`config.mk`:
```
export PLATFORM = sky130hd
export DESIGN_NAME = ones_complement_checksum_ascii_encode
export DESIGN_NICKNAME = d
export VERILOG_FILES = /design/src/design/occ_pkg.sv /design/src/design/occ_ctrl.sv /design/src/design/occ_dpath.sv /design/src/design/ones_complement_checksum_ascii_encode.sv
export SDC_FILE = /design/constraint.sdc
export NUM_CORES = 1
export LEC_CHECK = 0
export BUFFER_PORTS_ARGS = -buffer_cell sky130_fd_sc_hd__clkbuf_2
export CORE_MARGIN = 5
export CORE_UTILIZATION = 50
export CTS_BUF_LIST = sky130_fd_sc_hd__clkbuf_2
export DETAILED_ROUTE_END_ITERATION = 8
export GPL_ROUTABILITY_DRIVEN = 0
export PLACE_DENSITY = 0.78
export SYNTH_ARGS = -nofsm -noshare
export SYNTH_HDL_FRONTEND = slang
export SYNTH_HIERARCHICAL = 1
export SYNTH_SLANG_ARGS = --single-unit
```
`constraint.sdc`:
```
create_clock -name clk -period 7.1 [get_ports clk]
set_clock_uncertainty 0.2 [all_clocks]
set_input_delay 0.355 -clock clk [delete_from_list [all_inputs] [get_ports clk]]
set_output_delay 0.355 -clock clk [all_outputs]
set_load 0.1 [all_outputs]
```
`src/design/occ_pkg.sv`:
```
// Shared types, state codes and character helpers for the checksum encoder.
`default_nettype none

package occ_pkg;

	// Number of characters in the encoded checksum and in one output chunk
	localparam int unsigned NumChars  = 16;
	localparam int unsigned ChunkLen  = 8;
	localparam int unsigned NumBytes  = 4;

	// Offset of the character alphabet
	localparam logic [7:0] CharBase = 8'h30;

	// One input item: a message word
	typedef struct packed {
		logic [31:0] data_word;
		logic        last_word;
	} in_item_t;

	// One result item: half of the encoded checksum
	typedef struct packed {
		logic [31:0] sum_value;
		logic [63:0] text_chunk;
		logic        chunk_index;
		logic        last_chunk;
	} out_item_t;

	// Controller states
	typedef enum logic [2:0] {
		ST_ACCUM,
		ST_LOAD,
		ST_FIX,
		ST_OUT0,
		ST_OUT1
	} state_t;

	// Commands from controller to datapath
	typedef struct packed {
		logic add_word;
		logic seed_sel;
		logic load_text;
		logic fix_step;
		logic chunk_sel;
	} cmd_t;

	// Status from datapath to controller
	typedef struct packed {
		logic fix_done;
	} status_t;

	// True for the punctuation codes the encoding must avoid
	function automatic logic is_punct(input logic [7:0] c);
		return c inside {[8'h3a:8'h40], [8'h5b:8'h60]};
	endfunction

endpackage

`default_nettype wire

```
`src/design/occ_ctrl.sv`:
```
// Controller state machine: message framing, encode sequencing and output handshake.
`default_nettype none

module occ_ctrl import occ_pkg::*; (
	input  wire logic    clk,
	input  wire logic    arst_n,
	input  wire logic    word_valid,
	input  wire logic    word_last,
	output logic         word_ready,
	output logic         chunk_valid,
	input  wire logic    chunk_ready,
	input  wire status_t status,
	output cmd_t         cmd
);

	state_t state_q;
	state_t state_d;
	logic   mid_q;
	logic   word_acc;

	assign word_acc = word_valid && word_ready;

	// State and message-open flag
	always_ff @(posedge clk or negedge arst_n) begin
		if (!arst_n) begin
			state_q <= ST_ACCUM;
			mid_q   <= 1'b0;
		end else begin
			state_q <= state_d;
			if (word_acc) begin
				mid_q <= !word_last;
			end
		end
	end

	// Next state
	always_comb begin
		state_d = state_q;
		case (state_q)
			ST_ACCUM: begin
				if (word_valid && word_last) begin
					state_d = ST_LOAD;
				end
			end
			ST_LOAD: begin
				state_d = ST_FIX;
			end
			ST_FIX: begin
				if (status.fix_done) begin
					state_d = ST_OUT0;
				end
			end
			ST_OUT0: begin
				if (chunk_ready) begin
					state_d = ST_OUT1;
				end
			end
			ST_OUT1: begin
				if (chunk_ready) begin
					state_d = ST_ACCUM;
				end
			end
			default: begin
				state_d = ST_ACCUM;
			end
		endcase
	end

	// Outputs and datapath commands
	always_comb begin
		word_ready    = 1'b0;
		chunk_valid   = 1'b0;
		cmd           = '0;
		case (state_q)
			ST_ACCUM: begin
				word_ready    = 1'b1;
				cmd.add_word  = word_valid;
				cmd.seed_sel  = !mid_q;
			end
			ST_LOAD: begin
				cmd.load_text = 1'b1;
			end
			ST_FIX: begin
				cmd.fix_step  = !status.fix_done;
			end
			ST_OUT0: begin
				chunk_valid   = 1'b1;
			end
			ST_OUT1: begin
				chunk_valid   = 1'b1;
				cmd.chunk_sel = 1'b1;
			end
			default: begin
				cmd = '0;
			end
		endcase
	end

endmodule

`default_nettype wire

```
`src/design/occ_dpath.sv`:
```
// Datapath: seed register, end-around-carry accumulator and character encoder.
`default_nettype none

module occ_dpath import occ_pkg::*; (
	input  wire logic        clk,
	input  wire logic        arst_n,
	input  wire logic        cfg_we,
	input  wire logic [31:0] cfg_wdata,
	input  wire logic [31:0] data_word,
	input  wire cmd_t        cmd,
	output status_t          status,
	output out_item_t        chunk
);

	logic [31:0] seed_q;
	logic [31:0] sum_q;
	logic [31:0] base;
	logic [32:0] wide_sum;
	logic [31:0] eac_sum;
	logic [31:0] inv_sum;
	logic [7:0]  char_q [NumChars];
	logic [7:0]  load_char [NumChars];
	logic [7:0]  fix_char [NumChars];
	logic        any_punct;
	logic [63:0] text0;
	logic [63:0] text1;

	// Seed register
	always_ff @(posedge clk or negedge arst_n) begin
		if (!arst_n) begin
			seed_q <= '0;
		end else if (cfg_we) begin
			seed_q <= cfg_wdata;
		end
	end

	// Ones'-complement add with the carry folded back into bit 0
	always_comb begin
		base     = cmd.seed_sel ? seed_q : sum_q;
		wide_sum = {1'b0, base} + {1'b0, data_word};
		eac_sum  = wide_sum[31:0] + {31'd0, wide_sum[32]};
	end

	always_ff @(posedge clk or negedge arst_n) begin
		if (!arst_n) begin
			sum_q <= '0;
		end else if (cmd.add_word) begin
			sum_q <= eac_sum;
		end
	end

	// Initial characters: four per byte of the complemented sum
	always_comb begin
		logic [7:0] byte_v;
		logic [7:0] q;
		inv_sum = ~sum_q;
		for (int b = 0; b < NumBytes; b++) begin
			byte_v = inv_sum[8*(NumBytes-1-b) +: 8];
			q      = CharBase + {2'b00, byte_v[7:2]};
			load_char[b]                = q + {6'd0, byte_v[1:0]};
			load_char[NumBytes + b]     = q;
			load_char[2*NumBytes + b]   = q;
			load_char[3*NumBytes + b]   = q;
		end
	end

	// One adjustment step: each pair holding punctuation moves apart by one
	always_comb begin
		any_punct = 1'b0;
		for (int i = 0; i < NumChars; i++) begin
			fix_char[i] = char_q[i];
		end
		for (int p = 0; p < 2; p++) begin
			for (int b = 0; b < NumBytes; b++) begin
				if (is_punct(char_q[2*NumBytes*p + b]) ||
				    is_punct(char_q[2*NumBytes*p + NumBytes + b])) begin
					any_punct = 1'b1;
					fix_char[2*NumBytes*p + b]            = char_q[2*NumBytes*p + b] + 8'd1;
					fix_char[2*NumBytes*p + NumBytes + b] =
						char_q[2*NumBytes*p + NumBytes + b] - 8'd1;
				end
			end
		end
	end

	assign status.fix_done = !any_punct;

	// Character store
	always_ff @(posedge clk) begin
		for (int i = 0; i < NumChars; i++) begin
			if (cmd.load_text) begin
				char_q[i] <= load_char[i];
			end else if (cmd.fix_step) begin
				char_q[i] <= fix_char[i];
			end
		end
	end

	// Output text, rotated right by one character
	always_comb begin
		for (int i = 0; i < ChunkLen; i++) begin
			text0[8*(ChunkLen-1-i) +: 8] = char_q[(i + NumChars - 1) % NumChars];
			text1[8*(ChunkLen-1-i) +: 8] = char_q[(i + ChunkLen + NumChars - 1) % NumChars];
		end
	end

	assign chunk.sum_value   = sum_q;
	assign chunk.text_chunk  = cmd.chunk_sel ? text1 : text0;
	assign chunk.chunk_index = cmd.chunk_sel;
	assign chunk.last_chunk  = cmd.chunk_sel;

endmodule

`default_nettype wire

```
`src/design/ones_complement_checksum_ascii_encode.sv`:
```
// Top level of the ones'-complement checksum with ASCII encoding.
//
//  Channel  Signals                          Direction  Item
//  word     word_valid/word_ready/word       in         32-bit message word + last flag
//  chunk    chunk_valid/chunk_ready/chunk    out        8 encoded characters + sum
//  cfg      cfg_we/cfg_wdata                 in         seed of the running sum
//
// Words that are not marked last may arrive back to back.
// A last word is followed by a load state, then by the adjustment steps of the
// character fixer and a check that sees the settled text (at most seven steps,
// for a pair that starts at the low edge of a punctuation range), then by the
// two chunks, one per cycle while chunk_ready is high.
// No word is taken from the last word until the second chunk leaves.
// Reset clears the seed, the running sum and the message-open flag.
// A stalled chunk holds its value; stalls on either side only add wait cycles.
`default_nettype none

module ones_complement_checksum_ascii_encode import occ_pkg::*; (
	input  wire logic        clk,
	input  wire logic        arst_n,
	input  wire logic        cfg_we,
	input  wire logic [31:0] cfg_wdata,
	input  wire logic        word_valid,
	output logic             word_ready,
	input  wire in_item_t    word,
	output logic             chunk_valid,
	input  wire logic        chunk_ready,
	output out_item_t        chunk
);

	cmd_t    cmd;
	status_t status;

	occ_ctrl u_ctrl (
		.clk         (clk),
		.arst_n      (arst_n),
		.word_valid  (word_valid),
		.word_last   (word.last_word),
		.word_ready  (word_ready),
		.chunk_valid (chunk_valid),
		.chunk_ready (chunk_ready),
		.status      (status),
		.cmd         (cmd)
	);

	occ_dpath u_dpath (
		.clk       (clk),
		.arst_n    (arst_n),
		.cfg_we    (cfg_we),
		.cfg_wdata (cfg_wdata),
		.data_word (word.data_word),
		.cmd       (cmd),
		.status    (status),
		.chunk     (chunk)
	);

	// Words and chunks never move in the same cycle
	a_no_overlap: assert property (@(posedge clk) disable iff (!arst_n)
		!(word_ready && chunk_valid))
		else $error("word channel open while a chunk is pending");

	// A last word closes the input until its chunks are out
	a_last_blocks: assert property (@(posedge clk) disable iff (!arst_n)
		(word_valid && word_ready && word.last_word) |=> !word_ready)
		else $error("input still open after last word");

	// The first chunk is followed by the second
	a_chunk_order: assert property (@(posedge clk) disable iff (!arst_n)
		(chunk_valid && chunk_ready && !chunk.chunk_index) |=>
		(chunk_valid && chunk.chunk_index))
		else $error("second chunk missing after first");

	// The sum stays fixed while chunks are delivered
	a_sum_held: assert property (@(posedge clk) disable iff (!arst_n)
		(chunk_valid && $past(chunk_valid)) |-> $stable(chunk.sum_value))
		else $error("sum changed during chunk delivery");

endmodule

`default_nettype wire

```
==> results.py <==
metrics = {
    "critical_path": {
        "crit_chain": "nor4_2 > buf_12 > mux2_2 > ha_1 > nand4_1 > a211o_1 > a211o_1 > o2111ai_1 > a31oi_1 > o21bai_1 > a21oi_1 > nor2b_1 > o21ai_0 > nand2b_1 > ha_1 > and3_1 > nand2_1 > nor4_1 > nor2b_1 > nand2_1 > nor4_1 > mux2_2 > o21ai_0",
        "max_stage_delay_ps": 570,
        "end_kind": "register",
        "cp.arrival_ps": 6860,
        "crit_family": "simple AND/OR/NAND/NOR gates",
        "startpoint": "u_ctrl/state_q[1]$_DFFE_PN0P_",
        "crit_fanout": 57,
        "critPathKind": "register to register",
        "worstPathRequired_ps": 7630,
        "crit_slowest_cell": "dfrtp_1",
        "r2r_start": "u_ctrl/state_q[1]$_DFFE_PN0P_",
        "path_buf_inv": 1,
        "worstSetupStartpointType": "register",
    },
    "global_route": {
        "grt_pass1_wl_um": 64500,
        "grt_pass1_vias": 12300,
        "grt_max_degree": 83,
        "antenna_found_initial": 1,
        "grt_usage_pct": 23.7,
        "overflow": 0,
    },
    "yosys": {
        "yosys-top-cells-area": "edfxtp_1 26%, dfrtp_1 12%, ha_1 7.7%",
        "syn_inst": 1627,
        "syn_area_sq_mm": 0.0147,
        "ys_ff_latch": 196,
        "async_flop_share_pct": 34.7,
        "synth_top_area_share_pct": 26.1,
        "yosysSeqAreaShare_pct": 37.7,
        "synth_edf_count": 128,
        "yosys_most_used_dff": "edfxtp_1",
        "synth_area_per_cell_sq_um": 9.04,
        "ys_warn_count": 6,
        "synth_top_area_cell": "edfxtp_1",
        "synth_cell_type_count": 81,
        "synth_nets": 1793,
    },
    "clock_tree": {
        "clock-sinks": 196,
        "htree_levels": 4,
        "clock_latency_ps": 810,
        "cts-resized-gates": 0,
        "clk_path_buf_depth": 2,
        "tritoncts": "built",
        "cts_buffers": 17,
        "clkSlewWorstSetupHoldPaths_ps": 330,
        "cts_root_buf": "clkbuf_2",
    },
    "timing": {
        "final.setup.tns_ps": 0,
        "slew_violations": 0,
        "slew_headroom_pct": 33.0,
        "rsz0062_at_grt": "false",
        "finalCriticalPeriod_ps": 6340,
        "worstMarginPinSlew_ps": 1010,
        "setup_violations": 0,
        "fmax_mhz": 158,
        "finalCritPeriodShare_pct": 89.2,
        "hold_violations": 0,
    },
    "die": {
        "boundaryPins": 170,
        "coreArea_sq_mm": 0.0289,
        "fp-row-count": 62,
        "die_x_um": 182,
        "start_util_pct": 51.0,
        "fp.dieH_um": 182,
        "die_area_sq_mm": 0.0330,
    },
    "route": {
        "drc_errors": 0,
        "finalWirelength_um": 40400,
        "drtIter0Drc": 1374,
        "first_pass_iters": 6,
        "wire_per_inst_um": 18.5,
        "vias": 13000,
        "vias_per_cell": 5.95,
        "ant_nets": 0,
    },
    "hold_path": {
        "min_from": "word[6]",
        "hp-class": "input port to register",
    },
    "run": {
        "maxCapViolations": 0,
    },
    "placed_design": {
        "hpwl_um": 30100,
        "place_inst": 2099,
        "port_buffers": 169,
    },
    "finish": {
        "final_common_cell": "clkbuf_2",
        "area_growth_pct": 12.3,
        "final_cell_mix": "185 x clkbuf_2, 166 x a21oi_1, 163 x nor2_1",
        "drive_gt1_share_pct": 18.4,
        "final_cells": 2180,
        "nets": 1948,
    },
    "run_status": {
        "status": "finished, final reports clean",
    },
}
path summary, 6_finish.rpt:
check / to / slack [ps] / depth (start not counted)
setup / recovery: u_dpath/sum_q[29]$_DFFE_PN0P_ / 760 / 23
hold / removal: u_dpath/sum_q[5]$_DFFE_PN0P_ / 90 / 5
setup reg to reg: u_dpath/sum_q[29]$_DFFE_PN0P_ / 760 / 23
hold reg to reg: u_dpath/seed_q[22]$_DFFE_PN0P_ / 350 / 1
max in group asynchronous: u_dpath/sum_q[12]$_DFFE_PN0P_ / 5900 / 4
min in group asynchronous: u_dpath/sum_q[17]$_DFFE_PN0P_ / 300 / 3
routing by layer:
layer | wire length (um) | track usage [%] | vias up
met5 | 0 | 0 | -
met4 | 758 | 5.91 | 0
met3 | 3270 | 3.92 | 58
met2 | 18900 | 38.6 | 590
met1 | 17400 | 33.1 | 6203
li1 | - | - | 6121
logic make-up after synthesis:
logic type / synth area share, %
buf+inv: 4.34
mux: 7.31
simple gates: 18.1
fa+ha+maj: 8.42
xor+xnor: 8.99
flops: 37.7
compound gates: 15.2
through the flow:
| stage | hold WS (ps) | setup slack (ps) | utilization, % | area, sq um |
|---|---|---|---|---|
| floorplan | -141 | 1450 | - | 14700 |
| global placement | 291 | 970 | 54.6 | 15800 |
| detailed placement | 295 | 911 | 54.6 | 15800 |
| CTS | 8.84 | 800 | 57.2 | 16500 |
| global route | 13.9 | 283 | 57.3 | 16500 |
| finish | 90.3 | 764 | 57.3 | 16500 |
registers in the layout, indices dropped and copies added, names as in the netlist:
name and cells:
u_dpath/char_q 128, u_dpath/seed_q 32, u_dpath/sum_q 32, u_ctrl/state_q 3, u_ctrl/mid_q 1
timing repair:
item / in CTS / in global routing
buffers inserted: 0 / 0
hold buffers: 48 / 0
hold endpoints to repair: 134 / 0
area by class of cell:
| class | count | area (sq um) |
|---|---|---|
| fill | 2577 | 12300 |
| multi-input combinational | 1271 | 8550 |
| sequential | 196 | 5550 |
| timing repair buffer | 225 | 1420 |
| tap | 384 | 480 |
| inverter | 71 | 267 |
| clock inverter | 15 | 179 |
| clock buffer | 17 | 85.1 |
| antenna | 1 | 2.50 |
synthesized netlist by cell type, types with 4 or more instances:
master and n:
dfrtp_1 68, o2111ai_1 8, a31oi_1 12, fa_1 5
edfxtp_1 128, a21oi_1 166, buf_1 6, clkbuf_1 70
o211ai_1 8, o22ai_1 5, mux2_2 92, nor3_1 42
or3_1 13, o21ai_0 111, nor4_1 13, buf_2 4
nand2b_1 8, nor2b_1 9, buf_4 6, a21o_1 12
xor2_1 77, nand2_1 141, inv_1 70, nor4b_1 5
o211a_1 4, nand4_1 13, nand3_1 62, mux2i_1 4
a211oi_1 11, nor3b_1 4, or2_2 7, and2_1 21
nand3b_1 11, xnor2_1 74, ha_1 91, and3_1 14
nor2_1 163, o21a_1 5, o31ai_1 5
tightest hold or removal path, stage by stage:
cell and delay, ps:
clkbuf_2 100, ha_1 210, xnor2_1 130, xor2_1 170, a21oi_1 70
Power is left out: the tool's default activity adds up to more than one toggle a clock period on the data nets, which glitch-free logic cannot reach.
